===== config.mk =====
export PLATFORM = sky130hd
export DESIGN_NAME = video_timing_frame_rate
export DESIGN_NICKNAME = d
export VERILOG_FILES = /design/src/hdl/vtfr_pkg.sv /design/src/hdl/video_timing_frame_rate.sv /design/src/hdl/vtfr_ctrl.sv /design/src/hdl/vtfr_dp.sv
export SDC_FILE = /design/constraint.sdc
export NUM_CORES = 2
export LEC_CHECK = 0
export BUFFER_PORTS_ARGS = -buffer_cell sky130_fd_sc_hd__buf_2
export CAP_MARGIN = 20
export CELL_PAD_IN_SITES_DETAIL_PLACEMENT = 1
export CELL_PAD_IN_SITES_GLOBAL_PLACEMENT = 2
export CORE_MARGIN = 2
export CORE_UTILIZATION = 46
export CTS_BUF_LIST = sky130_fd_sc_hd__clkbuf_16
export DETAILED_ROUTE_END_ITERATION = 10
export GPL_TIMING_DRIVEN = 0
export PLACE_DENSITY_LB_ADDON = 0.1
export SYNTH_ARGS = -nofsm -noshare
export SYNTH_HDL_FRONTEND = slang
export SYNTH_SLANG_ARGS = --single-unit
export TNS_END_PERCENT = 30

===== constraint.sdc =====
create_clock -name clk -period 20.4 [get_ports clk]
set_input_delay 0 -clock clk [delete_from_list [all_inputs] [get_ports clk]]
set_output_delay 0 -clock clk [all_outputs]
set_load 0.05 [all_outputs]

===== src/hdl/vtfr_pkg.sv =====
// Shared types, constants and rate tables for the video timing frame rate block.
package vtfr_pkg;

	localparam int IN_TDATA_W  = 184;
	localparam int OUT_TDATA_W = 40;
	localparam int HTOT_W      = 18;
	localparam int VTOT_W      = 19;
	localparam int SFV_W       = 18;
	localparam int PCLK_W      = 32;
	localparam int AREA_W      = HTOT_W + VTOT_W;
	localparam int FRAC_W      = 16;
	localparam int P1000_W     = PCLK_W + 10;
	localparam int Q_W         = P1000_W + FRAC_W;
	localparam int CNT_W       = 6;
	localparam int M_W         = 24;
	localparam int DEN_W       = 10;
	localparam int IDX_W       = 4;
	localparam int MHZ_W       = 18;

	localparam int KNOWN_COUNT = 11;
	localparam logic [CNT_W-1:0] DIV_LAST  = CNT_W'(Q_W - 1);
	localparam logic [IDX_W-1:0] IDX_LAST  = IDX_W'(KNOWN_COUNT - 1);
	localparam logic [9:0]       MHZ_PER_HZ = 10'd1000;
	localparam logic [MHZ_W-1:0] WINDOW_MHZ = 18'd120;
	localparam logic [M_W-1:0]   NUM_MAX    = 24'hFFFFFF;
	// inverse of 5 modulo 2^24; exact multiples of 5 map to at most the limit
	localparam logic [M_W-1:0]   INV5       = 24'hCCCCCD;
	localparam logic [M_W-1:0]   DIV5_LIMIT = 24'd3355443;

	typedef enum logic [3:0] {
		ST_IDLE,
		ST_TOTAL,
		ST_MUL,
		ST_DIV,
		ST_MATCH,
		ST_ROUND,
		ST_TWO,
		ST_FIVE_MUL,
		ST_FIVE_CHK,
		ST_DONE
	} state_t;

	typedef struct packed {
		logic load;
		logic total;
		logic mul;
		logic div_step;
		logic match_step;
		logic round;
		logic two;
		logic five_mul;
		logic five_chk;
		logic out_load;
	} dp_cmd_t;

	typedef struct packed {
		logic zero;
		logic div_last;
		logic hit;
		logic match_last;
		logic five_more;
		logic out_busy;
	} dp_stat_t;

	function automatic logic [MHZ_W-1:0] known_mhz(input logic [IDX_W-1:0] idx);
		case (idx)
			4'd0:    known_mhz = 18'd23976;
			4'd1:    known_mhz = 18'd24000;
			4'd2:    known_mhz = 18'd25000;
			4'd3:    known_mhz = 18'd29970;
			4'd4:    known_mhz = 18'd30000;
			4'd5:    known_mhz = 18'd50000;
			4'd6:    known_mhz = 18'd59940;
			4'd7:    known_mhz = 18'd60000;
			4'd8:    known_mhz = 18'd100000;
			4'd9:    known_mhz = 18'd119880;
			default: known_mhz = 18'd120000;
		endcase
	endfunction

	function automatic logic [M_W-1:0] known_num(input logic [IDX_W-1:0] idx);
		case (idx)
			4'd0:    known_num = 24'd24000;
			4'd1:    known_num = 24'd24;
			4'd2:    known_num = 24'd25;
			4'd3:    known_num = 24'd30000;
			4'd4:    known_num = 24'd30;
			4'd5:    known_num = 24'd50;
			4'd6:    known_num = 24'd60000;
			4'd7:    known_num = 24'd60;
			4'd8:    known_num = 24'd100;
			4'd9:    known_num = 24'd120000;
			default: known_num = 24'd120;
		endcase
	endfunction

	function automatic logic [DEN_W-1:0] known_den(input logic [IDX_W-1:0] idx);
		case (idx)
			4'd0, 4'd3, 4'd6, 4'd9: known_den = 10'd1001;
			default:                known_den = 10'd1;
		endcase
	endfunction

	// 1000 / (2^a * 5^b)
	function automatic logic [DEN_W-1:0] den_of(input logic [1:0] a, input logic [1:0] b);
		logic [DEN_W-1:0] p5;
		case (b)
			2'd0:    p5 = 10'd125;
			2'd1:    p5 = 10'd25;
			2'd2:    p5 = 10'd5;
			default: p5 = 10'd1;
		endcase
		den_of = p5 << (2'd3 - a);
	endfunction

endpackage


===== src/hdl/video_timing_frame_rate.sv =====
// Frame rate from measured video timings: top level.
// Takes one item at a time: a new input is accepted only after the result of the
// last one has been loaded into the output register, which waits while the output
// is stalled by m_axis_tready. The work per item is set by the 58-step restoring
// divider and the 11-entry rate scan. Reset clears control only.
module video_timing_frame_rate import vtfr_pkg::*; (
	input  logic                   clk,
	input  logic                   arst_n,
	input  logic                   s_axis_tvalid,
	output logic                   s_axis_tready,
	// active_width, h_front_porch, h_sync_width, h_back_porch, active_height,
	// v_front_porch, v_sync_width, v_back_porch, second_field_vblank, pixel_clock_hz
	input  logic [IN_TDATA_W-1:0]  s_axis_tdata,
	// is_interlaced
	input  logic                   s_axis_tuser,
	output logic                   m_axis_tvalid,
	input  logic                   m_axis_tready,
	// fps_numerator, fps_denominator
	output logic [OUT_TDATA_W-1:0] m_axis_tdata,
	// status, known_rate_hit
	output logic [1:0]             m_axis_tuser
);

	dp_cmd_t  cmd;
	dp_stat_t stat;

	vtfr_ctrl u_ctrl (
		.clk           (clk),
		.arst_n        (arst_n),
		.s_axis_tvalid (s_axis_tvalid),
		.s_axis_tready (s_axis_tready),
		.stat          (stat),
		.cmd           (cmd)
	);

	vtfr_dp u_dp (
		.clk           (clk),
		.arst_n        (arst_n),
		.s_axis_tdata  (s_axis_tdata),
		.s_axis_tuser  (s_axis_tuser),
		.m_axis_tvalid (m_axis_tvalid),
		.m_axis_tready (m_axis_tready),
		.m_axis_tdata  (m_axis_tdata),
		.m_axis_tuser  (m_axis_tuser),
		.cmd           (cmd),
		.stat          (stat)
	);

endmodule


===== src/hdl/vtfr_ctrl.sv =====
// Sequencer for the frame rate computation.
module vtfr_ctrl import vtfr_pkg::*; (
	input  logic     clk,
	input  logic     arst_n,
	input  logic     s_axis_tvalid,
	output logic     s_axis_tready,
	input  dp_stat_t stat,
	output dp_cmd_t  cmd
);

	state_t state_q, state_d;

	always_ff @(posedge clk or negedge arst_n) begin
		if (!arst_n) begin
			state_q <= ST_IDLE;
		end else begin
			state_q <= state_d;
		end
	end

	always_comb begin
		state_d = state_q;
		case (state_q)
			ST_IDLE:     if (s_axis_tvalid) state_d = ST_TOTAL;
			ST_TOTAL:    state_d = ST_MUL;
			ST_MUL:      state_d = stat.zero ? ST_DONE : ST_DIV;
			ST_DIV:      if (stat.div_last) state_d = ST_MATCH;
			ST_MATCH: begin
				if (stat.hit) state_d = ST_DONE;
				else if (stat.match_last) state_d = ST_ROUND;
			end
			ST_ROUND:    state_d = ST_TWO;
			ST_TWO:      state_d = ST_FIVE_MUL;
			ST_FIVE_MUL: state_d = ST_FIVE_CHK;
			ST_FIVE_CHK: state_d = stat.five_more ? ST_FIVE_MUL : ST_DONE;
			ST_DONE:     if (!stat.out_busy) state_d = ST_IDLE;
			default:     state_d = ST_IDLE;
		endcase
	end

	always_comb begin
		cmd = '0;
		s_axis_tready = 1'b0;
		case (state_q)
			ST_IDLE: begin
				s_axis_tready = 1'b1;
				cmd.load = s_axis_tvalid;
			end
			ST_TOTAL:    cmd.total = 1'b1;
			ST_MUL:      cmd.mul = 1'b1;
			ST_DIV:      cmd.div_step = 1'b1;
			ST_MATCH:    cmd.match_step = 1'b1;
			ST_ROUND:    cmd.round = 1'b1;
			ST_TWO:      cmd.two = 1'b1;
			ST_FIVE_MUL: cmd.five_mul = 1'b1;
			ST_FIVE_CHK: cmd.five_chk = 1'b1;
			ST_DONE:     cmd.out_load = !stat.out_busy;
			default:     cmd = '0;
		endcase
	end

endmodule


===== src/hdl/vtfr_dp.sv =====
// Datapath: totals, area, restoring divider, rate match and fraction reduction.
module vtfr_dp import vtfr_pkg::*; (
	input  logic                   clk,
	input  logic                   arst_n,
	input  logic [IN_TDATA_W-1:0]  s_axis_tdata,
	input  logic                   s_axis_tuser,
	output logic                   m_axis_tvalid,
	input  logic                   m_axis_tready,
	output logic [OUT_TDATA_W-1:0] m_axis_tdata,
	output logic [1:0]             m_axis_tuser,
	input  dp_cmd_t                cmd,
	output dp_stat_t               stat
);

	logic [IN_TDATA_W-1:0]  in_q;
	logic                   ilace_q;
	logic [HTOT_W-1:0]      htot_q;
	logic [VTOT_W-1:0]      vtot_q;
	logic [PCLK_W-1:0]      pclk_q;
	logic [AREA_W-1:0]      area_q;
	logic [AREA_W-1:0]      rem_q;
	logic [Q_W-1:0]         dvd_q;
	logic [CNT_W-1:0]       cnt_q;
	logic [IDX_W-1:0]       idx_q;
	logic                   unavail_q;
	logic                   hit_q;
	logic [M_W-1:0]         m_q;
	logic [M_W-1:0]         t_q;
	logic [1:0]             a_q;
	logic [1:0]             b_q;
	logic                   out_valid_q;
	logic [OUT_TDATA_W-1:0] out_data_q;
	logic [1:0]             out_user_q;

	logic [AREA_W:0]        rem_shift;
	logic                   rem_ge;
	logic [MHZ_W-1:0]       k_mhz;
	logic [Q_W-1:0]         k_lo, k_hi;
	logic                   hit;
	logic [Q_W:0]           q_round;
	logic [Q_W-FRAC_W:0]    m_full;
	logic [1:0]             tz;
	logic [2*M_W-1:0]       prod5;
	logic                   five_ok;

	always_comb begin
		rem_shift = {rem_q, dvd_q[Q_W-1]};
		rem_ge    = rem_shift >= {1'b0, area_q};
		k_mhz     = known_mhz(idx_q);
		k_lo      = {(P1000_W - MHZ_W)'(0), k_mhz - WINDOW_MHZ, FRAC_W'(0)};
		k_hi      = {(P1000_W - MHZ_W)'(0), k_mhz + WINDOW_MHZ, FRAC_W'(0)};
		hit       = (dvd_q > k_lo) && (dvd_q < k_hi);
		q_round   = {1'b0, dvd_q} + (Q_W + 1)'(1 << (FRAC_W - 1));
		m_full    = q_round[Q_W:FRAC_W];
		if (m_q[0]) tz = 2'd0;
		else if (m_q[1]) tz = 2'd1;
		else if (m_q[2]) tz = 2'd2;
		else tz = 2'd3;
		prod5   = m_q * INV5;
		five_ok = t_q <= DIV5_LIMIT;
	end

	assign stat.zero       = (htot_q == '0) || (vtot_q == '0) || (pclk_q == '0);
	assign stat.div_last   = cnt_q == DIV_LAST;
	assign stat.hit        = hit;
	assign stat.match_last = idx_q == IDX_LAST;
	assign stat.five_more  = five_ok && (b_q != 2'd2);
	assign stat.out_busy   = out_valid_q && !m_axis_tready;

	// input capture and arithmetic
	always_ff @(posedge clk) begin
		if (cmd.load) begin
			in_q    <= s_axis_tdata;
			ilace_q <= s_axis_tuser;
		end
		if (cmd.total) begin
			htot_q <= HTOT_W'(in_q[15:0]) + HTOT_W'(in_q[31:16])
			        + HTOT_W'(in_q[47:32]) + HTOT_W'(in_q[63:48]);
			vtot_q <= VTOT_W'(in_q[79:64]) + VTOT_W'(in_q[95:80])
			        + VTOT_W'(in_q[111:96]) + VTOT_W'(in_q[127:112])
			        + (ilace_q ? VTOT_W'(in_q[145:128]) : VTOT_W'(0));
			pclk_q <= in_q[177:146];
		end
		if (cmd.mul) begin
			area_q    <= htot_q * vtot_q;
			dvd_q     <= {P1000_W'(pclk_q) * P1000_W'(MHZ_PER_HZ), FRAC_W'(0)};
			rem_q     <= '0;
			cnt_q     <= '0;
			idx_q     <= '0;
			unavail_q <= stat.zero;
			hit_q     <= 1'b0;
		end
		if (cmd.div_step) begin
			rem_q <= rem_ge ? AREA_W'(rem_shift - {1'b0, area_q}) : rem_shift[AREA_W-1:0];
			dvd_q <= {dvd_q[Q_W-2:0], rem_ge};
			cnt_q <= cnt_q + 1'b1;
		end
		if (cmd.match_step) begin
			if (hit) hit_q <= 1'b1;
			else idx_q <= idx_q + 1'b1;
		end
		if (cmd.round) begin
			if (m_full == '0) m_q <= M_W'(1);
			else if (m_full > (Q_W - FRAC_W + 1)'(NUM_MAX)) m_q <= NUM_MAX;
			else m_q <= m_full[M_W-1:0];
			b_q <= 2'd0;
		end
		if (cmd.two) begin
			a_q <= tz;
			m_q <= m_q >> tz;
		end
		if (cmd.five_mul) t_q <= prod5[M_W-1:0];
		if (cmd.five_chk && five_ok) begin
			m_q <= t_q;
			b_q <= b_q + 1'b1;
		end
		if (cmd.out_load) begin
			if (unavail_q) begin
				out_data_q <= '0;
				out_user_q <= 2'b01;
			end else if (hit_q) begin
				out_data_q <= {6'd0, known_den(idx_q), known_num(idx_q)};
				out_user_q <= 2'b10;
			end else begin
				out_data_q <= {6'd0, den_of(a_q, b_q), m_q};
				out_user_q <= 2'b00;
			end
		end
	end

	always_ff @(posedge clk or negedge arst_n) begin
		if (!arst_n) begin
			out_valid_q <= 1'b0;
		end else if (cmd.out_load) begin
			out_valid_q <= 1'b1;
		end else if (m_axis_tready) begin
			out_valid_q <= 1'b0;
		end
	end

	assign m_axis_tvalid = out_valid_q;
	assign m_axis_tdata  = out_data_q;
	assign m_axis_tuser  = out_user_q;

endmodule

### Word-level counts from Yosys, hierarchy flattened

Memory sizes are Yosys's and may differ from the RTL's. A register that Yosys moved wholly into a read port is not among the register bits.
Index checks and enable logic that the tools add are counted.

* logic and storage cells: 141
* bits of input ports: 189
* memories kept: 2
* bits in read-only memories: 528
* register bits: 491
* output and inout port bits: 44

Memories
* (name not given): words 16, bits a word 17, rd ports 1, clocked after Yosys merged registers in 1, wr ports 0, line vtfr_pkg.sv:82 `case (idx)`
* (name not given): words 16, bits a word 16, rd ports 1, clocked after Yosys merged registers in 1, wr ports 0, line vtfr_pkg.sv:66 `case (idx)`

* muxes and demuxes: 52
* equality and inequality tests: 21
* magnitude comparators: 5
* shift operators: 2
* reduce and logical (&&, ||, !) cells: 21
* multipliers: 3
* add/subtract/negate cells: 15

Operator list (number)
* 24-bit two-way mux: 5
* 58-bit two-way mux: 2
* 37-bit two-way mux: 3
* 58-bit by 16-bit adder with 59-bit output (second input constant): 1
* 58-bit by 34-bit > comparator with 1-bit output: 1
* 58-bit by 34-bit < comparator with 1-bit output: 1
* 43-bit by 24-bit > comparator with 1-bit output (second input constant): 1
* 43-bit logical NOT: 1
* 10-bit two-way mux: 4
* 4-bit two-way mux: 10
* 4-bit one-hot mux with 10 select lines: 1
* 32-bit by 7-bit multiplier with 39-bit output (second input constant): 1
* 38-bit by 37-bit greater-or-equal comparator with 1-bit output: 1
* 18-bit by 19-bit multiplier with 37-bit output: 1
* 37-bit subtractor: 1
* 17-bit by 16-bit adder with 18-bit output: 2
* 16-bit by 16-bit adder with 17-bit output: 2
* 34-bit two-way mux: 1
* 32-bit logical NOT: 1
* 24-bit by 22-bit <= comparator with 1-bit output (second input constant): 1
* 24-bit by 23-bit multiplier with 24-bit output (second input constant): 1
* 24-bit by 2-bit right shift with 24-bit output: 1
* 7-bit one-hot mux with 3 select lines: 1
* 4-bit by 3-bit equality test with 1-bit output (second input constant): 5
* 33 further kinds: 70

### Longest topological paths before layout

* depth in word-level cells: 7
* mapped depth: 26
* gate-level depth less buffers: 24

### Hierarchy

Synthesis repeated with hierarchy kept, for this count alone.

* cell total of the unflattened synthesis: 4346
* area total of the unflattened synthesis: 47362.9 um^2

Modules (own cells, without submodules)
* vtfr_dp: times used 1, cells an instance 4289, sequential area each 15009.4 um^2, area each 46965.0 um^2
* vtfr_ctrl: times used 1, cells an instance 57, sequential area each 100.1 um^2, area each 397.9 um^2

### Least setup slack after synthesis

No wires, ideal clock.

* kind: flip-flop to flip-flop
* from: reg u_ctrl.state_q[0]
* to: reg u_dp.ilace_q (enable)
* required time: 19.843 ns
* arrival time: 6.436 ns
* setup slack: 13.407 ns
* stages on the path, launching flop included: 4
* clock period less this slack: 6.993 ns
* buffers on the path: 1
* path through: dfrtp_1 > clkbuf_1 > nor4_1 > and2_1

RTL lines
* start, declared: line vtfr_ctrl.sv:11 `state_t state_q, state_d;`
* start signal, assigned: line vtfr_ctrl.sv:17 `state_q <= state_d;`
* end signal, assigned: line vtfr_dp.sv:74 `ilace_q <= s_axis_tuser;`
* end, declared: line vtfr_dp.sv:16 `logic ilace_q;`

### Final worst setup path

* from: reg u_dp.htot_q[15]
* to: reg u_dp.area_q[34] (data pin)

* cells in the longest elaborated chain, start to end: 1

Ends and longest elaborated chain
* start, declared: line vtfr_dp.sv:17 `logic [HTOT_W-1:0] htot_q;`
* start signal, assigned: line vtfr_dp.sv:77 `htot_q <= HTOT_W'(in_q[15:0]) + HTOT_W'(in_q[31:16])`
* 18-bit by 19-bit multiplier with 37-bit output: line vtfr_dp.sv:85 `area_q <= htot_q * vtot_q;`
* end signal, assigned: line vtfr_dp.sv:85
* end, declared: line vtfr_dp.sv:20 `logic [AREA_W-1:0] area_q;`

Every way passes these cells.
A chain may end at the register's enable or synchronous reset.

==> run_results.csv <==
group,metric,value,unit
status,status,"completed",
floorplan,core_area,103000,um2
worst_setup_path,critical_path.top_delay_family,"adder cells",
synth,synth_top_area_frac,0.299,
worst_setup_path,critPathKind,"flip-flop to flip-flop",
worst_setup_path,path_cells,"clkbuf_1 > clkbuf_1 > nand2_1 > fa_1 > fa_1 > inv_1 > fa_1 > fa_1 > fa_1 > inv_1 > fa_1 > inv_1 > ha_1 > nand3_1 > nor4_1 > o22ai_1 > o21ai_0 > a21o_1 > nor3_1 > o31ai_1 > xor2_1",
synth,synth_edf_count,475,
worst_setup_path,crit_buf_inv,5,
placed_design,hpwl,107000,um
floorplan,die_y,326,um
clocking,cts_resized,0,
sta,rsz0062_at_grt,"false",
cells_and_area,layout_commonest_cell,"inv_1",
synth,synth_area_leaders,"edfxtp_1 (30%), fa_1 (23%), ha_1 (12%)",
floorplan,rows,118,
floorplan,ios,233,
route,routed_via_density,5.41,
cells_and_area,fin_util,0.534,
clocking,cts.path.max_buffers,3,
sta,worst_pin_slew,1.04,ns
route,drt_iter0_markers,1747,
worst_setup_path,cp_common_cell,"fa_1",
worst_setup_path,slowest_delay,0.83,ns
global_route,grt_max_degree,79,
sta,max-slew-margin-rel,0.308,
global_route,grtUsageTotal,0.276,
worst_setup_path,crit_cells,21,
global_route,overflow,0,
run,drv_cap,0,
worst_setup_path,crit_fanout,10,
synth,async_reset_ff_frac,0.00969,
global_route,antenna_found_initial,2,
clocking,clock-sinks,516,
worst_setup_path,arrival,9.01,ns
route,wl,144000,um
worst_setup_path,worstSetupStartpointType,"flip-flop",
synth,synth.distinct_cells,88,
synth,synth_area,47600,um2
hold_path,worstHoldPathCells,2,
floorplan,initial_core_util,0.462,
sta,fmax,116,MHz
floorplan,die_w,326,um
cells_and_area,nets,6216,
synth,synthCells,4480,
sta,finalSetupTns,0,ns
worst_setup_path,reg2reg_depth,21,
sta,min_period,8.60,ns
cells_and_area,multiInputGateArea,29200,um2
sta,min_period_over_period,0.421,
synth,yosysTopAreaCell,"edfxtp_1",
cells_and_area,seq_area,15100,um2
route,dr.pass1.iters,7,
cells_and_area,final_layout_size_suffix_gt1_frac,0.0788,
worst_setup_path,cp.required,20.81,ns
cells_and_area,areaGrowthSynthToFinish,15.6,%
route,ant_nets,0,
clocking,cts_tree,"done",
worst_setup_path,worst_setup_path_end_kind,"flip-flop",
route,via_count,34900,
synth,synth.avg_cell_area,10.6,um2
placed_design,io_buffers,220,
sta,slew_violations,0,
synth,synth-seq-cells,516,
cells_and_area,mostFrequentLayoutCells,"inv_1 (702), fa_1 (547), edfxtp_1 (475)",
clocking,clockRootBuffer,"clkbuf_16",
clocking,clkLatencyLatePin,0.68,ns
global_route,grt_pass1_wl,227000,um
worst_setup_path,crit_path_top_delay_cell,"nor4_1",
sta,setup_violations,0,
synth,synth_ff_type,"edfxtp_1",
route,avgRoutedWirePerCell,22.3,um
placed_design,place_congestion,0.891,
floorplan,die-area,106000,um2
synth,seq_area_frac_synth,0.317,
sta,fin_skew,0.0250,ns
clocking,htreeDepth,2,
clocking,clk_pin_slew_worst_paths,0.07,ns
hold_path,hold_path_class,"input pin to flip-flop",
cells_and_area,n_fill_cell,11200,
clocking,cts_inserted_buffers,60,
global_route,first_global_vias,38700,
route,drc,0,
sta,final-hold-violation-count,0,
synth,synth_warnings,0,
logic make-up (layout without fill, tap and decap cells):
group | count (synthesis) | count (layout) | share of synthesized area
other | 1 | 10 | 0.0000787
xor gates and xnor gates | 216 | 216 | 0.0397
DFF | 516 | 516 | 0.317
buffers and inverters | 871 | 1449 | 0.0704
AOI/OAI and AO/OA | 669 | 669 | 0.0904
adders and majority gates | 1013 | 1013 | 0.352
muxes | 41 | 41 | 0.0116
and+or+nand+nor | 1153 | 1153 | 0.118
synth_stat cells (all sizes together), types with 6 or more instances:
master,n
a31o,6
o22ai,14
nor3,53
mux2i,25
o41ai,12
a211o,11
and4,9
or4,10
xnor2,140
mux4,11
o31ai,9
o21ai,161
a21o,66
and3,42
a21oi,184
edfxtp,475
or2,10
or3,14
o22a,12
nor2b,30
and2,194
buf,32
inv,696
nand2,403
a211oi,31
ha,466
a311o,6
nand4,38
a31oi,18
xor2,76
nor4,32
dfxtp,36
o21bai,25
fa,547
a21boi,9
nand2b,29
o21a,20
a2111oi,6
clkbuf,143
nand3,86
nor2,194
o211ai,19
state kept, by name, summed over array words and instances, names as in the netlist, 2 cells and up, named ones only:
| name | count |
|---|---|
| u_dp.b_q | 2 |
| u_dp.m_axis_tdata | 34 |
| u_dp.t_q | 24 |
| u_dp.a_q | 2 |
| u_dp.pclk_q | 32 |
| u_dp.dvd_q | 58 |
| u_dp.area_q | 37 |
| u_dp.htot_q | 18 |
| u_dp.in_q | 178 |
| u_dp.rem_q | 37 |
| u_dp.idx_q | 3 |
| u_dp.m_q | 24 |
| u_dp.k_mhz | 16 |
| u_dp.cnt_q | 6 |
| u_dp.m_axis_tuser | 2 |
| u_dp.vtot_q | 19 |
| u_ctrl.state_q | 4 |
area by class of cell:
type | count | share of cell area
Tap cell | 1380 | 0.0314
Sequential cell | 516 | 0.274
Buffer | 175 | 0.0135
Timing Repair Buffer | 467 | 0.0669
Antenna cell | 4 | 0.000182
Clock buffer | 60 | 0.0273
Multi-Input combinational cell | 3098 | 0.531
Inverter | 696 | 0.0475
Clock inverter | 51 | 0.00818
final timing paths:
check | endpoint | slack, ns | start
setup reg to reg | u_dp.area_q[34] | 11.80 | u_dp.htot_q[15]
min in group asynchronous | u_dp.m_axis_tvalid | 0.40 | arst_n
setup / recovery | u_dp.area_q[34] | 11.80 | u_dp.htot_q[15]
hold / removal | u_dp.in_q[87] | 0.03 | s_axis_tdata[87]
hold reg to reg | u_dp.pclk_q[10] | 0.42 | u_dp.in_q[156]
max in group asynchronous | u_ctrl.state_q[2] | 19.65 | arst_n
metal layers:
| metal | part of all wire | global-route usage | wire (um) |
|---|---|---|---|
| met1 | 0.42 | 0.344 | 60200 |
| met2 | 0.52 | 0.505 | 75000 |
| met3 | 0.034 | 0.0290 | 4940 |
| met4 | 0.026 | 0.0763 | 3800 |
| met5 | 0 | 0 | 0 |
metrics by stage:
stage	instance area [um2]	instances	setup slack, ns	hold WS, ns
floorplan	47700	4485	13.41	-0.296
global placement	50500	6085	11.70	-0.116
detailed placement	50700	6093	11.74	-0.114
CTS	55000	6442	11.67	0.0000221
global route	55100	6446	11.38	0.0173
finish	55100	6447	11.80	0.0291
what timing repair did:
item                                   4_1_cts  5_1_grt
hold buffers                               238        0
setup buffers                                0        0
endpoints found under the hold margin      187        0
setup endpoints to repair                    0        0
Power is left out: the tool's default activity adds up to more than one toggle a clock period on the data nets, which glitch-free logic cannot reach.
